File: src/hdl/spc_pkg.sv
// ----------------------------------------------------------------------------
// spc_pkg: shared types and constants of the skin pixel classifier
// Thresholds of the RGB skin rule, hue arithmetic widths and pipeline buses.
// ----------------------------------------------------------------------------
`default_nettype none

package spc_pkg;

    localparam int unsigned PIX_W = 8;

    // RGB rule thresholds.
    localparam logic [PIX_W-1:0] DAY_R_MIN   = 8'd95;
    localparam logic [PIX_W-1:0] DAY_G_MIN   = 8'd40;
    localparam logic [PIX_W-1:0] DAY_B_MIN   = 8'd20;
    localparam logic [PIX_W-1:0] DIFF_LIMIT  = 8'd15;
    localparam logic [PIX_W-1:0] FLASH_R_MIN = 8'd220;
    localparam logic [PIX_W-1:0] FLASH_G_MIN = 8'd210;
    localparam logic [PIX_W-1:0] FLASH_B_MIN = 8'd170;

    // Hue arithmetic: the numerator stays below 2**17 and the quotient below 2**9.
    localparam int unsigned NUM_W  = 17;
    localparam int unsigned CALC_W = NUM_W + 2;
    localparam int unsigned QUO_W  = 9;
    localparam int unsigned HUE_W  = 9;

    localparam logic [HUE_W-1:0] HUE_FULL   = 9'd360;
    localparam logic [HUE_W-1:0] BASE_RED   = 9'd360;
    localparam logic [HUE_W-1:0] BASE_GREEN = 9'd120;
    localparam logic [HUE_W-1:0] BASE_BLUE  = 9'd240;
    localparam logic [HUE_W-1:0] HUE_SCALE  = 9'd60;

    // Divider pipeline: quotient bits resolved per stage, and stage count.
    localparam int unsigned DIV_STEPS  = 3;
    localparam int unsigned DIV_STAGES = (QUO_W + DIV_STEPS - 1) / DIV_STEPS;

    // Configuration registers.
    localparam int unsigned   CFG_IDX_W = 1;
    localparam logic [HUE_W-1:0] HUE_LOW_RESET  = 9'd25;
    localparam logic [HUE_W-1:0] HUE_HIGH_RESET = 9'd230;

    typedef enum logic [CFG_IDX_W-1:0] {
        CFG_HUE_LOW  = 1'b0,
        CFG_HUE_HIGH = 1'b1
    } t_cfg_idx;

    typedef enum logic [1:0] {
        MAX_RED,
        MAX_GREEN,
        MAX_BLUE
    } t_max_sel;

    typedef struct packed {
        logic [PIX_W-1:0] red;
        logic [PIX_W-1:0] green;
        logic [PIX_W-1:0] blue;
        logic             rgb_ok;
    } t_pix;

    typedef struct packed {
        logic [NUM_W-1:0] rem;
        logic [PIX_W-1:0] den;
        logic [QUO_W-1:0] quo;
    } t_div_bus;

endpackage

`default_nettype wire

File: src/hdl/spc_div_stage.sv
// ----------------------------------------------------------------------------
// spc_div_stage: one registered stage of the hue divider
// Resolves DIV_STEPS quotient bits by restoring division, highest bit first.
// ----------------------------------------------------------------------------
`default_nettype none

module spc_div_stage #(
    parameter int unsigned STAGE = 0
) (
    input  logic             i_clk,
    input  logic             i_en,
    input  spc_pkg::t_div_bus i_bus,
    output spc_pkg::t_div_bus o_bus
);
    import spc_pkg::*;

    t_div_bus r_bus;
    t_div_bus n_bus;

    always_comb begin
        logic [NUM_W-1:0] trial;
        int               bitpos;
        n_bus = i_bus;
        for (int j = 0; j < int'(DIV_STEPS); j++) begin
            bitpos = int'(QUO_W) - 1 - int'(STAGE * DIV_STEPS) - j;
            trial  = '0;
            if (bitpos >= 0) begin
                trial = NUM_W'(n_bus.den) << bitpos;
                if (n_bus.rem >= trial) begin
                    n_bus.rem         = n_bus.rem - trial;
                    n_bus.quo[bitpos] = 1'b1;
                end
            end
        end
    end

    always_ff @(posedge i_clk) begin
        if (i_en) begin
            r_bus <= n_bus;
        end
    end

    assign o_bus = r_bus;

endmodule

`default_nettype wire

File: src/hdl/skin_pixel_classifier_top.sv
// ----------------------------------------------------------------------------
// skin_pixel_classifier_top: RGB skin rule with HSV hue window
// Marks skin pixels by clearing red and green; other pixels pass unchanged.
// ----------------------------------------------------------------------------
//  Channel   Direction  Handshake              Payload
//  s         in         i_s_tvalid/o_s_tready  tdata: red, green, blue
//  m         out        o_m_tvalid/i_m_tready  tdata: red, green, blue; tuser: is_skin
//  cfg       in         i_cfg_valid/o_cfg_ready index 0 hue_low_limit, 1 hue_high_limit
//
//  One item per clock is accepted while the output does not stall; each
//  item is registered after min/max and rule, hue numerator, three divider
//  stages of three quotient bits each, and hue window with output select.
//  Reset is synchronous and clears the stage valid bits and sets both hue
//  limits to their defaults. A stalled output holds only the stages behind
//  it that are full; empty stages keep filling.
// ----------------------------------------------------------------------------
`default_nettype none

module skin_pixel_classifier_top (
    input  logic                            i_clk,
    input  logic                            i_rst_n,
    // s: red [7:0], green [15:8], blue [23:16]
    input  logic                            i_s_tvalid,
    output logic                            o_s_tready,
    input  logic [23:0]                     i_s_tdata,
    // m: red_out [7:0], green_out [15:8], blue_out [23:16]
    output logic                            o_m_tvalid,
    input  logic                            i_m_tready,
    output logic [23:0]                     o_m_tdata,
    // m: is_skin [0]
    output logic                            o_m_tuser,
    input  logic                            i_cfg_valid,
    output logic                            o_cfg_ready,
    input  logic [spc_pkg::CFG_IDX_W-1:0]   i_cfg_index,
    input  logic [spc_pkg::HUE_W-1:0]       i_cfg_data
);
    import spc_pkg::*;

    localparam int unsigned NSTG   = DIV_STAGES + 3;
    localparam int unsigned OUT_ST = NSTG - 1;

    logic [NSTG-1:0]    r_valid;
    logic [NSTG-1:0]    stg_en;
    t_pix               r_pix [OUT_ST];
    t_max_sel           r_sel;
    logic [PIX_W-1:0]   r_den;
    t_div_bus           w_div [DIV_STAGES+1];
    t_div_bus           r_div;
    logic [HUE_W-1:0]   r_hue_low;
    logic [HUE_W-1:0]   r_hue_high;
    logic [3*PIX_W-1:0] r_out_data;
    logic               r_out_skin;

    // Stage 0 combinational signals.
    logic [PIX_W-1:0]   red;
    logic [PIX_W-1:0]   green;
    logic [PIX_W-1:0]   blue;
    logic [PIX_W-1:0]   mx;
    logic [PIX_W-1:0]   mn;
    logic [PIX_W-1:0]   spread;
    logic [PIX_W-1:0]   rg_abs;
    logic               day_ok;
    logic               flash_ok;
    t_max_sel           n_sel;
    t_pix               n_pix;

    // Stage 1 combinational signals.
    logic [PIX_W-1:0]   op_a;
    logic [PIX_W-1:0]   op_c;
    logic [HUE_W-1:0]   base;
    logic signed [CALC_W-1:0] diff_s;
    logic signed [CALC_W-1:0] num_s;
    t_div_bus           n_div;

    // Output stage combinational signals.
    t_div_bus           div_q;
    logic [HUE_W-1:0]   hue;
    logic               hue_ok;
    logic               skin;

    // A stage may load when it is empty or when the stage after it moves on.
    always_comb begin
        stg_en[OUT_ST] = !r_valid[OUT_ST] || i_m_tready;
        for (int k = int'(OUT_ST) - 1; k >= 0; k--) begin
            stg_en[k] = !r_valid[k] || stg_en[k+1];
        end
    end

    assign o_s_tready = stg_en[0];

    always_ff @(posedge i_clk) begin
        if (!i_rst_n) begin
            r_valid <= '0;
        end else begin
            if (stg_en[0]) begin
                r_valid[0] <= i_s_tvalid;
            end
            for (int k = 1; k < int'(NSTG); k++) begin
                if (stg_en[k]) begin
                    r_valid[k] <= r_valid[k-1];
                end
            end
        end
    end

    // Stage 0: extremes, spread and the two-branch RGB rule.
    assign red   = i_s_tdata[PIX_W-1:0];
    assign green = i_s_tdata[2*PIX_W-1:PIX_W];
    assign blue  = i_s_tdata[3*PIX_W-1:2*PIX_W];

    always_comb begin
        if (red >= green && red >= blue) begin
            n_sel = MAX_RED;
            mx    = red;
        end else if (green >= blue) begin
            n_sel = MAX_GREEN;
            mx    = green;
        end else begin
            n_sel = MAX_BLUE;
            mx    = blue;
        end
        mn = (red <= green) ? red : green;
        mn = (mn <= blue) ? mn : blue;
        spread = mx - mn;
        rg_abs = (red >= green) ? red - green : green - red;
        day_ok = (red > DAY_R_MIN) && (green > DAY_G_MIN) && (blue > DAY_B_MIN) &&
                 (spread > DIFF_LIMIT) && (rg_abs > DIFF_LIMIT) &&
                 (red > green) && (red > blue);
        flash_ok = (red > FLASH_R_MIN) && (green > FLASH_G_MIN) &&
                   (blue > FLASH_B_MIN) && (rg_abs <= DIFF_LIMIT) &&
                   (red > blue) && (green > blue);
        n_pix.red    = red;
        n_pix.green  = green;
        n_pix.blue   = blue;
        n_pix.rgb_ok = day_ok || flash_ok;
    end

    always_ff @(posedge i_clk) begin
        if (stg_en[0]) begin
            r_pix[0] <= n_pix;
            r_sel    <= n_sel;
            r_den    <= spread;
        end
        for (int k = 1; k < int'(OUT_ST); k++) begin
            if (stg_en[k]) begin
                r_pix[k] <= r_pix[k-1];
            end
        end
    end

    // Stage 1: hue numerator 60*(a-c) + base*d, never negative.
    always_comb begin
        unique case (r_sel)
            MAX_RED: begin
                op_a = r_pix[0].green;
                op_c = r_pix[0].blue;
                base = BASE_RED;
            end
            MAX_GREEN: begin
                op_a = r_pix[0].blue;
                op_c = r_pix[0].red;
                base = BASE_GREEN;
            end
            MAX_BLUE: begin
                op_a = r_pix[0].red;
                op_c = r_pix[0].green;
                base = BASE_BLUE;
            end
            default: begin
                op_a = '0;
                op_c = '0;
                base = '0;
            end
        endcase
        diff_s = $signed({{(CALC_W-PIX_W){1'b0}}, op_a}) -
                 $signed({{(CALC_W-PIX_W){1'b0}}, op_c});
        num_s  = diff_s * $signed({{(CALC_W-HUE_W){1'b0}}, HUE_SCALE}) +
                 $signed({{(CALC_W-PIX_W){1'b0}}, r_den}) *
                 $signed({{(CALC_W-HUE_W){1'b0}}, base});
        n_div.rem = num_s[NUM_W-1:0];
        n_div.den = r_den;
        n_div.quo = '0;
    end

    always_ff @(posedge i_clk) begin
        if (stg_en[1]) begin
            r_div <= n_div;
        end
    end

    assign w_div[0] = r_div;

    for (genvar s = 0; s < int'(DIV_STAGES); s++) begin : g_div
        spc_div_stage #(
            .STAGE (s)
        ) u_div_stage (
            .i_clk (i_clk),
            .i_en  (stg_en[s+2]),
            .i_bus (w_div[s]),
            .o_bus (w_div[s+1])
        );
    end

    // Output stage: wrap the hue, apply the window and select the pixel.
    always_comb begin
        div_q = w_div[DIV_STAGES];
        if (div_q.den == '0) begin
            hue = '0;
        end else if (div_q.quo >= HUE_FULL) begin
            hue = div_q.quo - HUE_FULL;
        end else begin
            hue = div_q.quo;
        end
        hue_ok = (hue < r_hue_low) || (hue > r_hue_high);
        skin   = r_pix[OUT_ST-1].rgb_ok && hue_ok;
    end

    always_ff @(posedge i_clk) begin
        if (stg_en[OUT_ST]) begin
            r_out_skin <= skin;
            r_out_data <= {r_pix[OUT_ST-1].blue,
                           skin ? {PIX_W{1'b0}} : r_pix[OUT_ST-1].green,
                           skin ? {PIX_W{1'b0}} : r_pix[OUT_ST-1].red};
        end
    end

    assign o_m_tvalid = r_valid[OUT_ST];
    assign o_m_tdata  = r_out_data;
    assign o_m_tuser  = r_out_skin;

    // Configuration registers.
    assign o_cfg_ready = 1'b1;

    always_ff @(posedge i_clk) begin
        if (!i_rst_n) begin
            r_hue_low  <= HUE_LOW_RESET;
            r_hue_high <= HUE_HIGH_RESET;
        end else if (i_cfg_valid) begin
            unique case (t_cfg_idx'(i_cfg_index))
                CFG_HUE_LOW:  r_hue_low  <= i_cfg_data;
                CFG_HUE_HIGH: r_hue_high <= i_cfg_data;
                default: ;
            endcase
        end
    end

endmodule

`default_nettype wire

File: config.mk
export PLATFORM = sky130hd
export DESIGN_NAME = skin_pixel_classifier_top
export DESIGN_NICKNAME = d
export VERILOG_FILES = /design/src/hdl/spc_pkg.sv /design/src/hdl/spc_div_stage.sv /design/src/hdl/skin_pixel_classifier_top.sv
export SDC_FILE = /design/constraint.sdc
export NUM_CORES = 1
export LEC_CHECK = 0
export BUFFER_PORTS_ARGS = -buffer_cell sky130_fd_sc_hd__buf_2
export CELL_PAD_IN_SITES_DETAIL_PLACEMENT = 1
export CELL_PAD_IN_SITES_GLOBAL_PLACEMENT = 1
export CORE_MARGIN = 1
export CORE_UTILIZATION = 40
export CTS_CLUSTER_DIAMETER = 60
export DETAILED_ROUTE_END_ITERATION = 10
export PLACE_DENSITY = 0.69
export RECOVER_POWER = 25
export SLEW_MARGIN = 10
export SYNTH_ARGS = -nofsm -noshare
export SYNTH_HDL_FRONTEND = slang
export SYNTH_SLANG_ARGS = --single-unit
File: constraint.sdc
create_clock -name i_clk -period 10.3 [get_ports i_clk]
set_input_delay 0 -clock i_clk [delete_from_list [all_inputs] [get_ports i_clk]]
set_output_delay 0 -clock i_clk [all_outputs]
set_load 0.03 [all_outputs]
# After elaboration in Yosys (flattened, before gate mapping)
# Memories as Yosys holds them, arrays and structs flattened.
# Cells that the tools add are included.
word_totals:
  reg_bits: 160
  output_inout_bits: 28
  n_memories: 1
  input_bits: 39
  elab_cells: 140
  mem_bits_rw: 125
op_classes:
  bitwise_logic: 1
  n_mux: 29
  n_eq_ne: 2
  reduce_logical: 31
  n_addsub: 14
  magnitude_cmp: 29
  n_mul: 2
mem_list:
  columns: ["name", "depth", "width", "rd", "rd_ports_with_merged_regs", "write_ports", "line", "source"]
  rows:
  - ["r_pix", 5, 25, 5, 0, 5, "skin_pixel_classifier_top.sv:44", "t_pix r_pix [OUT_ST];"]
op_table:
  columns: ["cell", "n"]
  rows:
  - ["$mux W17", 8]
  - ["$pmux W8 S3", 2]
  - ["$mux W8", 5]
  - ["$pmux W9 S3", 1]
  - ["$ge A8 B8 Y1", 3]
  - ["$gt A8 B8 Y1", 3]
  - ["$gt A8 B8 Y1 const B", 3]
  - ["$sub A8 B8 Y8", 3]
  - ["$mux W9", 2]
  - ["$add A16 B17 Y17", 1]
  - ["$ge A17 B10 Y1", 1]
  - ["$ge A17 B11 Y1", 1]
  - ["$ge A17 B12 Y1", 1]
  - ["$ge A17 B13 Y1", 1]
  - ["$ge A17 B14 Y1", 1]
  - ["$ge A17 B15 Y1", 1]
  - ["$ge A17 B16 Y1", 1]
  - ["$ge A17 B8 Y1", 1]
  - ["$ge A17 B9 Y1", 1]
  - ["$mul A8 B9 Y17", 1]
  - ["$sub A17 B10 Y17", 1]
  - ["$sub A17 B11 Y17", 1]
  - ["$sub A17 B12 Y17", 1]
  - ["$sub A17 B13 Y17", 1]
  - ["other kinds (27)", 63]

# Longest topological paths before layout
depth:
  word_depth: 11
  mapped_depth: 38
  mapped_depth_nobuf: 36

# By module
# Synthesis repeated with hierarchy kept, for this count alone.
unflattened:
  hier_cells: 2019
  hier_area_um2: 21524.4
modules_own_cells:
  columns: ["module", "cells_per_inst", "instances", "seq_area_each_um2", "area_per_inst_um2"]
  rows:
  - ["skin_pixel_classifier_top", 1124, 1, 5975.7, 12819.8]
  - ["spc_div_stage (g_div[2].u_div_stage)", 357, 1, 1021.0, 3243.1]
  - ["spc_div_stage (g_div[1].u_div_stage)", 297, 1, 1021.0, 2862.7]
  - ["spc_div_stage (g_div[0].u_div_stage)", 241, 1, 1021.0, 2598.7]

# Worst setup path after synthesis
# Ideal clock, no wire load.
synth_timing:
  kind: "flip-flop to flip-flop"
  start: "register r_sel[0]"
  end: "register r_div[33] in the netlist's numbering (data pin)"
  slack_ns: 1.901
  synth_period_minus_slack_ns: 8.399
  n_path_buf: 2
  t_required_ns: 10.042
  stages_incl_launch_ff: 36
  setup_time_ns: 0.258
  t_arrival_ns: 8.141
  path_cell_list: "edfxtp_1 > ha_1 > clkbuf_1 > clkbuf_1 > a222oi_1 > nor2_1 > ha_1 > fa_1 > xnor2_1 > ha_1 > inv_1 > fa_1 > fa_1 > inv_1 > ha_1 > a21o_1 > a21oi_1 > xnor2_1 > fa_1 > inv_1 > fa_1 > ha_1 > inv_1 > fa_1 > inv_1 > ha_1 > nor2b_1 > o21ai_0 > a21boi_0 > o21ai_0 > a21boi_0 > o21ai_0 > a21boi_0 > or4_1 > nand3_1 > xor2_1"
synth_between:
  elab_chain_cells: 5
  word_cells_on_any_way: 10
  classes_between: "2 x add/sub; 2 x mul; 2 x eq/ne; 3 x mux; 1 x reduce/logical"
synth_rtl:
  columns: ["element", "line", "source"]
  rows:
  - ["start, declared", "skin_pixel_classifier_top.sv:45", "t_max_sel r_sel;"]
  - ["start signal, assigned", "skin_pixel_classifier_top.sv:141", "r_sel <= n_sel;"]
  - ["$eq A2 B2 Y1, or another cell as far along", "skin_pixel_classifier_top.sv:153", "unique case (r_sel)"]
  - ["$pmux W8 S3", "skin_pixel_classifier_top.sv:153", null]
  - ["$sub A8 B8 Y9", "skin_pixel_classifier_top.sv:175", "diff_s = $signed({{(CALC_W-PIX_W){1'b0}}, op_a}) -"]
  - ["$mul A9 B5 Y14", "skin_pixel_classifier_top.sv:177", "num_s = diff_s * $signed({{(CALC_W-HUE_W){1'b0}}, HUE_SCALE}) +"]
  - ["$add A16 B17 Y17 *", "skin_pixel_classifier_top.sv:177", null]
  - ["net num_s[16]", "skin_pixel_classifier_top.sv:72", "logic signed [CALC_W-1:0] num_s;"]
  - ["end signal, assigned", "skin_pixel_classifier_top.sv:187", "r_div <= n_div;"]
  - ["end, declared", "skin_pixel_classifier_top.sv:48", "t_div_bus r_div;"]
# The timed path passes the listed nets; every way through them passes the cells marked *.
# A chain may end at the register's enable or synchronous reset.

# Final worst setup path
layout_timing:
  start: "register r_sel[1]"
  end: "register r_div[33] in the netlist's numbering (data pin)"
# Same word-level chain as after synthesis.

==> summary.txt <==
Run status
  – Run status: finished, final reports clean

Clocking
  – Clk buf depth: 3
  – Htree depth: 2
  – Worst-Skew Late Latency: 0.54 ns
  – Reg clk slew, reported paths: 0.06 ns
  – Sink Count: 279
  – CTS Root Cell: clkbuf_16
  – Cts bufs inserted: 35
  – CTS tree: done

STA
  – Fin Setup TNS: 0 ns
  – Fmax: 0.1062 GHz
  – Tmin final: 9.416 ns
  – Final cycle utilization of the critical path: 91.42%
  – Hold_ws: 0.2804 ns
  – Slew @ Worst Pin: 1.184 ns
  – Final setup violation count: 0
  – RSZ-0062 raised after global routing: no
  – Final hold viol count: 0
  – Worst setup margin: 0.8841 ns
  – Clock skew: 0.03242 ns
  – Slew headroom: 20.79%
  – Fin. max-slew vios: 0

Worst hold path
  – Min-Delay Endpoint: r_valid[0]
  – Worst hold path type: in -> reg
  – Hold Path Origin: i_s_tvalid
  – Hold path cells: 4

Global route
  – GRT busiest layer: met2
  – Initial antenna violation count: 0
  – M3 GR Usage: 2.385%
  – Total Routing Usage GR: 19.29%
  – Vias in the first global route: 15.04k
  – Met2 Usage GRT: 35.47%
  – Largest net degree at the start of global routing: 55
  – M1 GR Usage: 23.03%
  – First-pass GRT wire length: 76550 um
  – Global route overflow: 0

Floorplan
  – Starting density of the core: 40.53%
  – Die width: 221.7 um
  – Floorplan row count: 80
  – Die area: 49160 um2
  – Core area: 47650 um2
  – Die Ht: 221.7 um
  – Top Ports: 67

Finish
  – Layout cell share with drive strength beyond 1: 8.219%
  – Fill count: 5266
  – P&R area growth vs syn: 13.51%
  – Net count, final: 2248
  – Diode count: 0

Routing
  – First-pass iteration count of the detailed router: 6
  – DRC viols: 0
  – Routed wire length: 46460 um
  – Initial DRC Count: 671
  – Detail Route Antenna Nets: 0
  – Wire length per cell: 17.97 um
  – Vias/cell: 5.366
  – Vias: 13.88k

Synth
  – Netlist cell types: 81
  – Most used DFF post-synth: edfxtp_1
  – Syn_nets: 2124
  – Mapped Avg Cell Area: 10.59 um2
  – Post-Synthesis Cells: 1823
  – Synth Cell Area: 19310 um2
  – Synth async-reset ratio: 0%
  – Post-synthesis sequential area ratio: 42.14%
  – Register bit count reported by yosys: 279
  – Post-synth EDFFs: 255
  – Synth warn: 0

Critical path
  – FF-to-FF setup slack: 0.88 ns
  – Worst-path fanout max: 18
  – CP Class: reg -> reg
  – Required @ worst endpoint: 10.56 ns
  – Worst EP arrival: 9.67 ns
  – Critical Path Sink Type: register
  – Worst r2r src: r_sel[1]
  – R2R Path End: r_div[33]
  – Reg2reg path depth: 36
  – Worst setup SP type: register
  – CP max-delay cell: ha_1
  – Largest stage delay on the critical path: 0.57 ns

Placed design
  – Worst slack, placed: 0.8630 ns
  – Routability cong.: 0.8445
  – # port buffers: 65
  – Detail Placement HPWL: 36210 um

Flow run
  – Max_cap viols: 0
[worst max-delay path: cells and delay by family (launching register included)]
kind,cells,cell delay [ns]
AO/OA/AOI/OAI,8,1.51
AND/OR/NAND/NOR,6,1.35
XOR/XNOR,5,1.04
adder cells (fa/ha/maj),11,4.40
buffers and inverters,6,0.40
flip-flops,1,0.43
[layout make-up]
cell class / instances / area (um2) / area share (%)
Inverter: 241 / 904.6 / 4.127
Multi-Input combinational cell: 1266 / 10110 / 46.13
Clock inverter: 18 / 211.5 / 0.9647
Tap cell: 615 / 769.5 / 3.511
Timing Repair Buffer: 124 / 868.3 / 3.962
Clock buffer: 43 / 915.9 / 4.179
Sequential cell: 279 / 8138 / 37.13
[worst max-delay path by stage]
stage | from | end | slack [ns] | cells after the start
final | r_sel[1] | r_div[33] | 0.88 | 36
after global routing | r_sel[1] | r_div[33] | 0.17 | 36
after CTS | r_sel[0] | r_div[33] | 0.75 | 36
after detailed placement | r_sel[0] | r_div[33] | 0.86 | 36
after global placement | r_sel[0] | r_div[33] | 1.23 | 34
after floorplan | r_sel[0] | r_div[33] | 1.90 | 35
[synthesized netlist by cell type, drive strengths merged (15+ instances only)]
master,n,area [um2]
nor2b,39,244.0
clkbuf,30,112.6
nand3,19,95.09
nand2,126,473.0
fa,60,1201
o211ai,20,150.1
a211oi,16,120.1
dfxtp,24,480.5
or2,15,93.84
nand4,22,143.9
mux2i,22,220.2
a21o,30,225.2
xor2,23,201.4
inv,241,904.6
nor3,20,100.1
a21oi,103,515.5
o21a,35,262.8
a21boi,41,307.8
mux2,28,315.3
o21ai,86,430.4
xnor2,58,508.0
ha,202,2527
edfxtp,255,7657
nand2b,26,162.7
and2,22,137.6
nor2,104,392.9
[flip-flops by register name (all words and copies together) (netlist names)]
| name | count |
|---|---|
| g_div.u_div_stage.o_bus | 72 |
| o_m_tdata | 24 |
| o_m_tuser | 1 |
| r_den | 8 |
| r_div | 23 |
| r_hue_high | 9 |
| r_hue_low | 9 |
| r_pix | 125 |
| r_sel | 2 |
| r_valid | 6 |
[cell families (layout without fill, tap and decap cells)]
logic type,count (synthesis),after routing,synth area share [%]
simple gates,445,445,11.61
compound gates,426,426,14.80
flops,279,279,42.14
buf+inv,278,426,5.559
fa+ha+maj,262,262,19.31
xor+xnor,82,82,3.791
mux,50,50,2.773
other cells,1,1,0.01942
[what timing repair did]
action,in CTS,in global routing
setup buffers,0,0
endpoints found under the setup margin,0,1
gates resized for setup,0,1
hold endpoints to repair,49,0
hold buffers,52,0
[placed cells by master (no fill, tap or decap), types with 8 or more instances in the layout]
cell and n:
and2_1 21, a21oi_1 103, nor2b_1 39, o31ai_1 12, o21bai_1 11, nor2_1 103
xnor2_1 58, clkbuf_1 31, nand3_1 18, nor4_1 13, dlygate4sd3_1 52, a222oi_1 14
clkbuf_16 35, buf_2 41, fa_1 60, mux2i_1 22, nand2b_1 26, edfxtp_1 255
nand4_1 21, xor2_1 23, nor3_1 20, inv_1 238, dfxtp_1 24, and3_1 8
ha_1 201, o211ai_1 20, mux2_2 28, o21a_1 35, a21boi_0 41, a21o_1 30
or2_2 14, o21ai_0 83, nand2_1 124, o31a_1 9, a211oi_1 16
[routing by layer]
| layer | vias up | part of all wire, % |
|---|---|---|
| met2 | 164 | 52 |
| li1 | 6777 | - |
| met1 | 6857 | 43 |
| met3 | 79 | 2.4 |
| met5 | - | 0 |
| met4 | 0 | 2.7 |
[stage by stage]
stage | utilization [%] | std cells | cell area [um2]
3_5_place_dp | 42.59 | 2472 | 20290
2_1_floorplan | - | 1823 | 19310
6_report | 46.00 | 2586 | 21920
4_1_cts | 46.05 | 2585 | 21940
5_1_grt | 46.00 | 2586 | 21920
3_3_place_gp | 42.59 | 2472 | 20290
Power is left out: the tool's default activity adds up to more than one toggle a clock period on the data nets, which glitch-free logic cannot reach.
